--- src/nbg_pkg.sv ---
`timescale 1ns / 1ps
package nbg_pkg;

   localparam int MaxBodiesDefault = 64;

   // body memory word: mass, position x/y/z, velocity x/y/z
   localparam int BodyW = 224;
   // acceleration memory word: x/y/z, signed Q32.32 each
   localparam int AccW  = 192;

   localparam logic [31:0] TimeStepReset  = 32'd16777216;
   localparam logic [6:0]  BodyCountReset = 7'd2;
   localparam logic [31:0] GravityReset   = 32'd1260822;
   localparam logic [31:0] SofteningReset = 32'd655;

   localparam logic [2:0] CsrTimeStep  = 3'd0;
   localparam logic [2:0] CsrBodyCount = 3'd1;
   localparam logic [2:0] CsrGravity   = 3'd2;
   localparam logic [2:0] CsrSoftening = 3'd3;

   localparam logic ReqLoad    = 1'b0;
   localparam logic ReqAdvance = 1'b1;

   // multiplier result clamps
   localparam logic [1:0] LimU64 = 2'd0;
   localparam logic [1:0] LimS64 = 2'd1;
   localparam logic [1:0] Lim34  = 2'd2;

   // divide / root unit operations
   localparam logic OpDiv  = 1'b0;
   localparam logic OpSqrt = 1'b1;

   typedef struct packed {
      logic [31:0] time_step;
      logic [6:0]  body_count;
      logic [31:0] gravity_constant;
      logic [31:0] softening;
   } cfg_type;

   typedef struct packed {
      logic        go;
      logic [63:0] a;
      logic [63:0] b;
      logic [5:0]  sh;
      logic [1:0]  lim;
   } mul_req_type;

   typedef struct packed {
      logic        go;
      logic        op;
      logic [63:0] num;
      logic [63:0] den;
   } ds_req_type;

   typedef struct packed {
      logic        done;
      logic [63:0] res;
   } unit_rsp_type;

endpackage

--- src/nbg_mul.sv ---
`timescale 1ns / 1ps
module nbg_mul (
   input  logic                  clock,
   input  logic                  reset,
   input  nbg_pkg::mul_req_type  req,
   output nbg_pkg::unit_rsp_type rsp
);
   import nbg_pkg::*;

   logic         busy_ff, busy_in, fin_ff, fin_in, done_ff, done_in;
   logic [1:0]   cnt_ff, cnt_in, lim_ff, lim_in;
   logic [5:0]   sh_ff, sh_in;
   logic [63:0]  a_ff, a_in, b_ff, b_in, res_ff, res_in;
   logic [127:0] prod_ff, prod_in;

   logic [31:0]  ah, bh;
   logic [63:0]  pp, lim_val;
   logic [127:0] pp_sh, quo;

   // 64x64 product from four 32x32 partial products, one a cycle, then shifted right and clamped
   always_comb begin
      busy_in = busy_ff;
      fin_in  = 1'b0;
      done_in = 1'b0;
      cnt_in  = cnt_ff;
      lim_in  = lim_ff;
      sh_in   = sh_ff;
      a_in    = a_ff;
      b_in    = b_ff;
      res_in  = res_ff;
      prod_in = prod_ff;

      ah = cnt_ff[1] ? a_ff[63:32] : a_ff[31:0];
      bh = cnt_ff[0] ? b_ff[63:32] : b_ff[31:0];
      pp = ah * bh;
      case (cnt_ff)
         2'd0:    pp_sh = {64'd0, pp};
         2'd1:    pp_sh = {32'd0, pp, 32'd0};
         2'd2:    pp_sh = {32'd0, pp, 32'd0};
         default: pp_sh = {pp, 64'd0};
      endcase

      quo = prod_ff >> sh_ff;
      case (lim_ff)
         LimS64:  lim_val = 64'h7FFF_FFFF_FFFF_FFFF;
         Lim34:   lim_val = 64'h0000_0004_0000_0000;
         default: lim_val = 64'hFFFF_FFFF_FFFF_FFFF;
      endcase

      if (req.go) begin
         a_in    = req.a;
         b_in    = req.b;
         sh_in   = req.sh;
         lim_in  = req.lim;
         prod_in = '0;
         cnt_in  = 2'd0;
         busy_in = 1'b1;
      end else if (busy_ff) begin
         prod_in = prod_ff + pp_sh;
         cnt_in  = cnt_ff + 2'd1;
         if (cnt_ff == 2'd3) begin
            busy_in = 1'b0;
            fin_in  = 1'b1;
         end
      end else if (fin_ff) begin
         done_in = 1'b1;
         res_in  = ((|quo[127:64]) || (quo[63:0] > lim_val)) ? lim_val : quo[63:0];
      end
   end

   always_ff @(posedge clock) begin
      if (reset) begin
         busy_ff <= 1'b0;
         fin_ff  <= 1'b0;
         done_ff <= 1'b0;
      end else begin
         busy_ff <= busy_in;
         fin_ff  <= fin_in;
         done_ff <= done_in;
      end
   end

   always_ff @(posedge clock) begin
      cnt_ff  <= cnt_in;
      lim_ff  <= lim_in;
      sh_ff   <= sh_in;
      a_ff    <= a_in;
      b_ff    <= b_in;
      res_ff  <= res_in;
      prod_ff <= prod_in;
   end

   assign rsp.done = done_ff;
   assign rsp.res  = res_ff;

endmodule

--- config.mk ---
export PLATFORM = sky130hd
export DESIGN_NAME = nbg_mul
export DESIGN_NICKNAME = d
export VERILOG_FILES = /design/src/nbg_pkg.sv /design/src/nbg_mul.sv
export SDC_FILE = /design/constraint.sdc
export NUM_CORES = 2
export LEC_CHECK = 0
export CAP_MARGIN = 40
export CORE_UTILIZATION = 55
export CTS_CLUSTER_DIAMETER = 120
export DETAILED_ROUTE_END_ITERATION = 12
export DONT_BUFFER_PORTS = 1
export PLACE_DENSITY_LB_ADDON = 0.05
export SETUP_SLACK_MARGIN = 0.05
export SYNTH_ARGS = -nofsm -noshare
export SYNTH_HDL_FRONTEND = slang
export SYNTH_SLANG_ARGS = --single-unit
export TNS_END_PERCENT = 10
--- constraint.sdc ---
create_clock -name clock -period 11.8 [get_ports clock]
set_input_delay 0 -clock clock [delete_from_list [all_inputs] [get_ports clock]]
set_output_delay 0 -clock clock [all_outputs]
set_load 0.03 [all_outputs]
# Word-level counts from Yosys, hierarchy flattened
# Cells that the tools add are included.
# classes
add_sub_neg	2
mul	1
order_cmp	1
n_eq_ne	5
n_shift	1
n_mux	10
bitwise	2
n_reduce_logical	7
# ops
operator	count
128-bit case mux with 2 select lines	1
128-bit adder	1
64-bit case mux with 2 select lines	1
128-bit by 6-bit >> shifter with 128-bit output	1
64-bit greater-than comparator	1
32-bit by 32-bit multiplier with 64-bit output	1
32-bit two-way mux	2
64-bit two-way mux	1
64-bit OR reduction	1
2-bit == test (second input constant)	3
3-bit OR reduction	2
1-bit two-way mux	5
2-bit by 1-bit == test with 1-bit output (second input constant)	2
3-bit AND reduction	1
2-bit by 1-bit adder with 2-bit output (second input constant)	1
2-bit zero test	1
1-bit inverter	2
2-bit OR reduction	1
1-bit logical OR	1
# word_totals
reg_bits	333
in_bits	139
out_inout_bits	65
wordCells	39

# Longest topological paths before layout
# logic_depth
word_depth	5
mapped_depth	47
mapped_depth_nobuf	42

# Least setup slack after synthesis
# Ideal clock, no wire load.
# synth_path
path_kind	flip-flop to flip-flop
start	register cnt_ff[1]
end	register prod_ff[120]
setup_time_ns	0.069
t_arrival_ns	11.451
required_time_ns	11.731
setup_slack_ns	0.281
path_stages_with_launch	43
n_path_buf	5
synth_period_minus_slack_ns	11.519
cell_sequence	dfxtp_1 clkbuf_1 clkbuf_1 buf_1 mux2i_1 clkbuf_1 nor2_1 fa_1 fa_1 inv_1 fa_1 fa_1 fa_1 inv_1 fa_1 fa_1 fa_1 ha_1 (+7 left out) nand4_1 o31ai_1 a21oi_1 xnor2_1 a2bb2o_1 ha_1 nand2_1 o21ai_0 o31ai_1 a211o_1 o2111a_1 o21a_1 o311ai_1 a211oi_1 o41ai_1 a221oi_1 xor2_1 o21ai_1
# synth_between
elab_chain_cells	4
word_cells_on_any_way	8
classes_between	1 x add/sub; 1 x mul; 2 x eq/ne; 2 x mux; 2 x reduce/logical
# synth_lines
item	line_no	text
start, declared	nbg_mul.sv:11	logic [1:0] cnt_ff, cnt_in, lim_ff, lim_in;
start signal, assigned	nbg_mul.sv:84	cnt_ff <= cnt_in;
32-bit two-way mux (tied with other cells)	nbg_mul.sv:33	ah = cnt_ff[1] ? a_ff[63:32] : a_ff[31:0];
32-bit by 32-bit multiplier with 64-bit output / 2-bit OR reduction (equally long branches)	n/a	
128-bit case mux with 2 select lines *	nbg_mul.sv:36	case (cnt_ff)
128-bit adder *	nbg_mul.sv:59	prod_in = prod_ff + pp_sh;
end signal, assigned	nbg_mul.sv:90	prod_ff <= prod_in;
end, declared	nbg_mul.sv:14	logic [127:0] prod_ff, prod_in;
# Mark *: on every way between the ends. The rest lies on a longest branch, timed or not.
# A chain may end at the register's enable or synchronous reset.

# Worst setup path after layout
# layout_path
start	register cnt_ff[1]
end	register prod_ff[100]
# Same word-level chain as after synthesis.

==> qor.txt <==
Fin Hold WS - 0.00169 ns
CP endpoint kind - register
CP required - 12.30 ns
Crit Path Category - reg2reg
Root buffer cell - clkbuf_16
DR pass1 iterations - 6
H-tree lvl count - 2
Asr flop ratio synth - 0%
Vias - 53800
Area delta synth->final - 15.4%
Routed wl met2 - 104 mm
CTS max path bufs - 3
Die area - 0.113 mm²
Total wire length - 229 mm
Yosys Warn Count - 0
Actual slew at the worst max-slew pin - 0.964 ns
Syn Nets - 8511
IO buf count - 0
CTS clk-pin slew, worst paths - 0.07 ns
Placer Congestion - 1.03
Pin count of the biggest net entering global routing - 214
Status - complete, no violations
Post-placement cell area - 0.0661 mm²
Synth Area per Inst - 8.78 µm²
Design area - 0.0712 mm²
Initial antenna violation count - 7
Vias in the first global route - 54500
# IOs - 204
Final core utilization - 64.1%
Met3 WL - 21.1 mm
Top layer in use - met5
# Max-Cap Violations - 0
Synth Flop Type - edfxtp_1
Initial DRC Count - 4717
Fin nets - 8892
Count of state elements after synthesis - 333
Clock sinks - 333
Routed len/inst - 25.6 µm
DRT antenna net count - 0
Die Span Y - 337 µm
Starting Density - 55.6%
Total Routing Usage GR - 40.1%
Mapped Cells - 7019
Cell Rows - 122
Fin Clk Skew - 0.0357 ns
Post-DR vias/cell - 6.03
RSZ-0062 raised after global routing - true
Die X - 337 µm
Netlist cell types - 80
Commonest non-fill, non-tap cells in the layout - 1010 x nand2_1, 909 x nor2_1, 901 x inv_1, 897 x fa_1, 451 x ha_1
Slowest stage delay, CP - 0.58 ns
WP data arrival - 12.10 ns
Dpl hpwl - 182 mm
Final worst path period need - 11.60 ns
Hold crit path type - in2reg
First-pass GRT wire length - 336 mm
Metal-1 WL - 85.0 mm
Final TNS setup - 0 ns
Layout cells sized above 1 - 13.0%
Final setup vio count - 0
Core ar. - 0.111 mm²
CP Max Fanout - 27
Commonest non-fill, non-tap cell in the layout - nand2_1
Mapped Area - 0.0617 mm²
Final hold viol count - 0
Overflow after GRT - 0
CTS tree - done
Final Max Slew Viols - 0
Fmax - 86.2 MHz
Crit path top cell by count - fa_1
Post-route DRC - 0
Tcrit/Tclk final - 98.3%
Number of synthesized flops with an enable pin - 200
Slew HR - 35.1%
CTS Buf Count - 44
Worst skew pair latency - 0.66 ns
Sequential share of the synthesized area - 14.1%
Worst setup SP type - register
Crit-path slowest cell - fa_1
==> layout make-up <==
| type | count | area [µm²] |
|---|---|---|
| Clock buffer | 52 | 1180 |
| Sequential cell | 333 | 8680 |
| Fill cell | 9350 | 39800 |
| Multi-Input combinational cell | 5375 | 48600 |
| Tap cell | 1488 | 1860 |
| Inverter | 906 | 3400 |
| Clock inverter | 30 | 409 |
| Antenna cell | 7 | 17.5 |
| Timing Repair Buffer | 740 | 6990 |
==> synthesized netlist by cell type, types with 8 or more instances <==
cell type | instances | area share [%]
mux4_2 | 118 | 4.3
nand2_1 | 1010 | 6.1
or2_2 | 8 | 0.081
buf_2 | 10 | 0.081
fa_1 | 897 | 29
o21ai_0 | 288 | 2.3
inv_1 | 903 | 5.5
o21bai_1 | 37 | 0.45
o22ai_1 | 14 | 0.14
a311oi_1 | 8 | 0.11
nand2b_1 | 18 | 0.18
buf_6 | 9 | 0.16
a21o_1 | 124 | 1.5
o211ai_1 | 19 | 0.23
a21boi_0 | 10 | 0.12
nand3_1 | 40 | 0.32
o41ai_1 | 9 | 0.13
nor4_1 | 14 | 0.14
and2_1 | 48 | 0.49
a21oi_1 | 330 | 2.7
a22o_1 | 19 | 0.27
mux2i_1 | 235 | 3.8
nor2b_1 | 27 | 0.27
o21a_1 | 33 | 0.40
clkbuf_1 | 332 | 2.0
nand4_1 | 99 | 1.0
xor2_1 | 76 | 1.1
and3_1 | 19 | 0.19
nor3_1 | 35 | 0.28
ha_1 | 456 | 9.3
o2111ai_1 | 8 | 0.11
buf_1 | 51 | 0.31
nor2_1 | 914 | 5.6
o31ai_1 | 18 | 0.22
a31oi_1 | 34 | 0.34
mux2_2 | 159 | 2.9
a211oi_1 | 21 | 0.26
edfxtp_1 | 200 | 9.7
dfxtp_1 | 133 | 4.3
a221oi_1 | 14 | 0.20
xnor2_1 | 112 | 1.6
mux2_1 | 15 | 0.27
==> routing by layer <==
layer,track usage (%),vias to the layer above
met5,0,-
met4,27.7,4
met3,7.78,731
met2,63.7,2873
met1,49.4,26300
li1,-,23900
==> critical path: cells and delay by family, from the launching register on <==
kind / cells / cell delay, ns
flip-flops: 1 / 0.37
buffers and inverters: 10 / 1.58
AO/OA/AOI/OAI: 15 / 3.32
adder cells (fa/ha/maj): 10 / 4.77
AND/OR/NAND/NOR: 6 / 0.78
XOR/XNOR: 2 / 0.32
multiplexers: 1 / 0.29
==> final timing paths <==
check	startpoint	endpoint	slack, ns	cells after the start
worst min-delay path	req[116]	a_ff[44]	0.002	1
worst min register to register	prod_ff[47]	prod_ff[47]	0.53	2
worst max register to register	cnt_ff[1]	prod_ff[100]	0.20	44
worst max-delay path	cnt_ff[1]	prod_ff[100]	0.20	44
==> sequential cells by signal (all words and copies together) (netlist names), 2 cells and up <==
| register | count |
|---|---|
| a_ff | 64 |
| b_ff | 64 |
| cnt_ff | 2 |
| lim_ff | 2 |
| prod_ff | 128 |
| res_ff | 64 |
| sh_ff | 6 |
==> kinds of logic (layout without fill, tap and decap cells) <==
group                      Yosys count  after routing  share of synthesized area, %
adders and majority gates         1353           1353                          38.4
muxes                              527            527                          11.3
DFF                                333            333                          14.1
buffers and inverters             1311           1728                          8.13
AOI/OAI and AO/OA                 1046           1046                          10.4
and+or+nand+nor                   2261           2261                          15.1
xor gates and xnor gates           188            188                          2.67
other                                0              7                             0
==> what timing repair did <==
action | in CTS | in global routing
hold buffers | 263 | 3
buffers inserted | 0 | 22
gates resized for setup | 7 | 86
hold endpoints to repair | 373 | 76
gates cloned | 0 | 4
endpoints found under the setup margin | 7 | 55
pin swaps | 0 | 23
==> stage by stage <==
stage,instances,worst slack [ns]
2_1_floorplan,7019,0.281
3_3_place_gp,8543,-0.108
3_5_place_dp,8548,-0.237
4_1_cts,8893,0.00357
5_1_grt,8928,-0.0441
6_report,8931,0.201
Power is left out: the tool's default activity adds up to more than one toggle a clock period on the data nets, which glitch-free logic cannot reach.
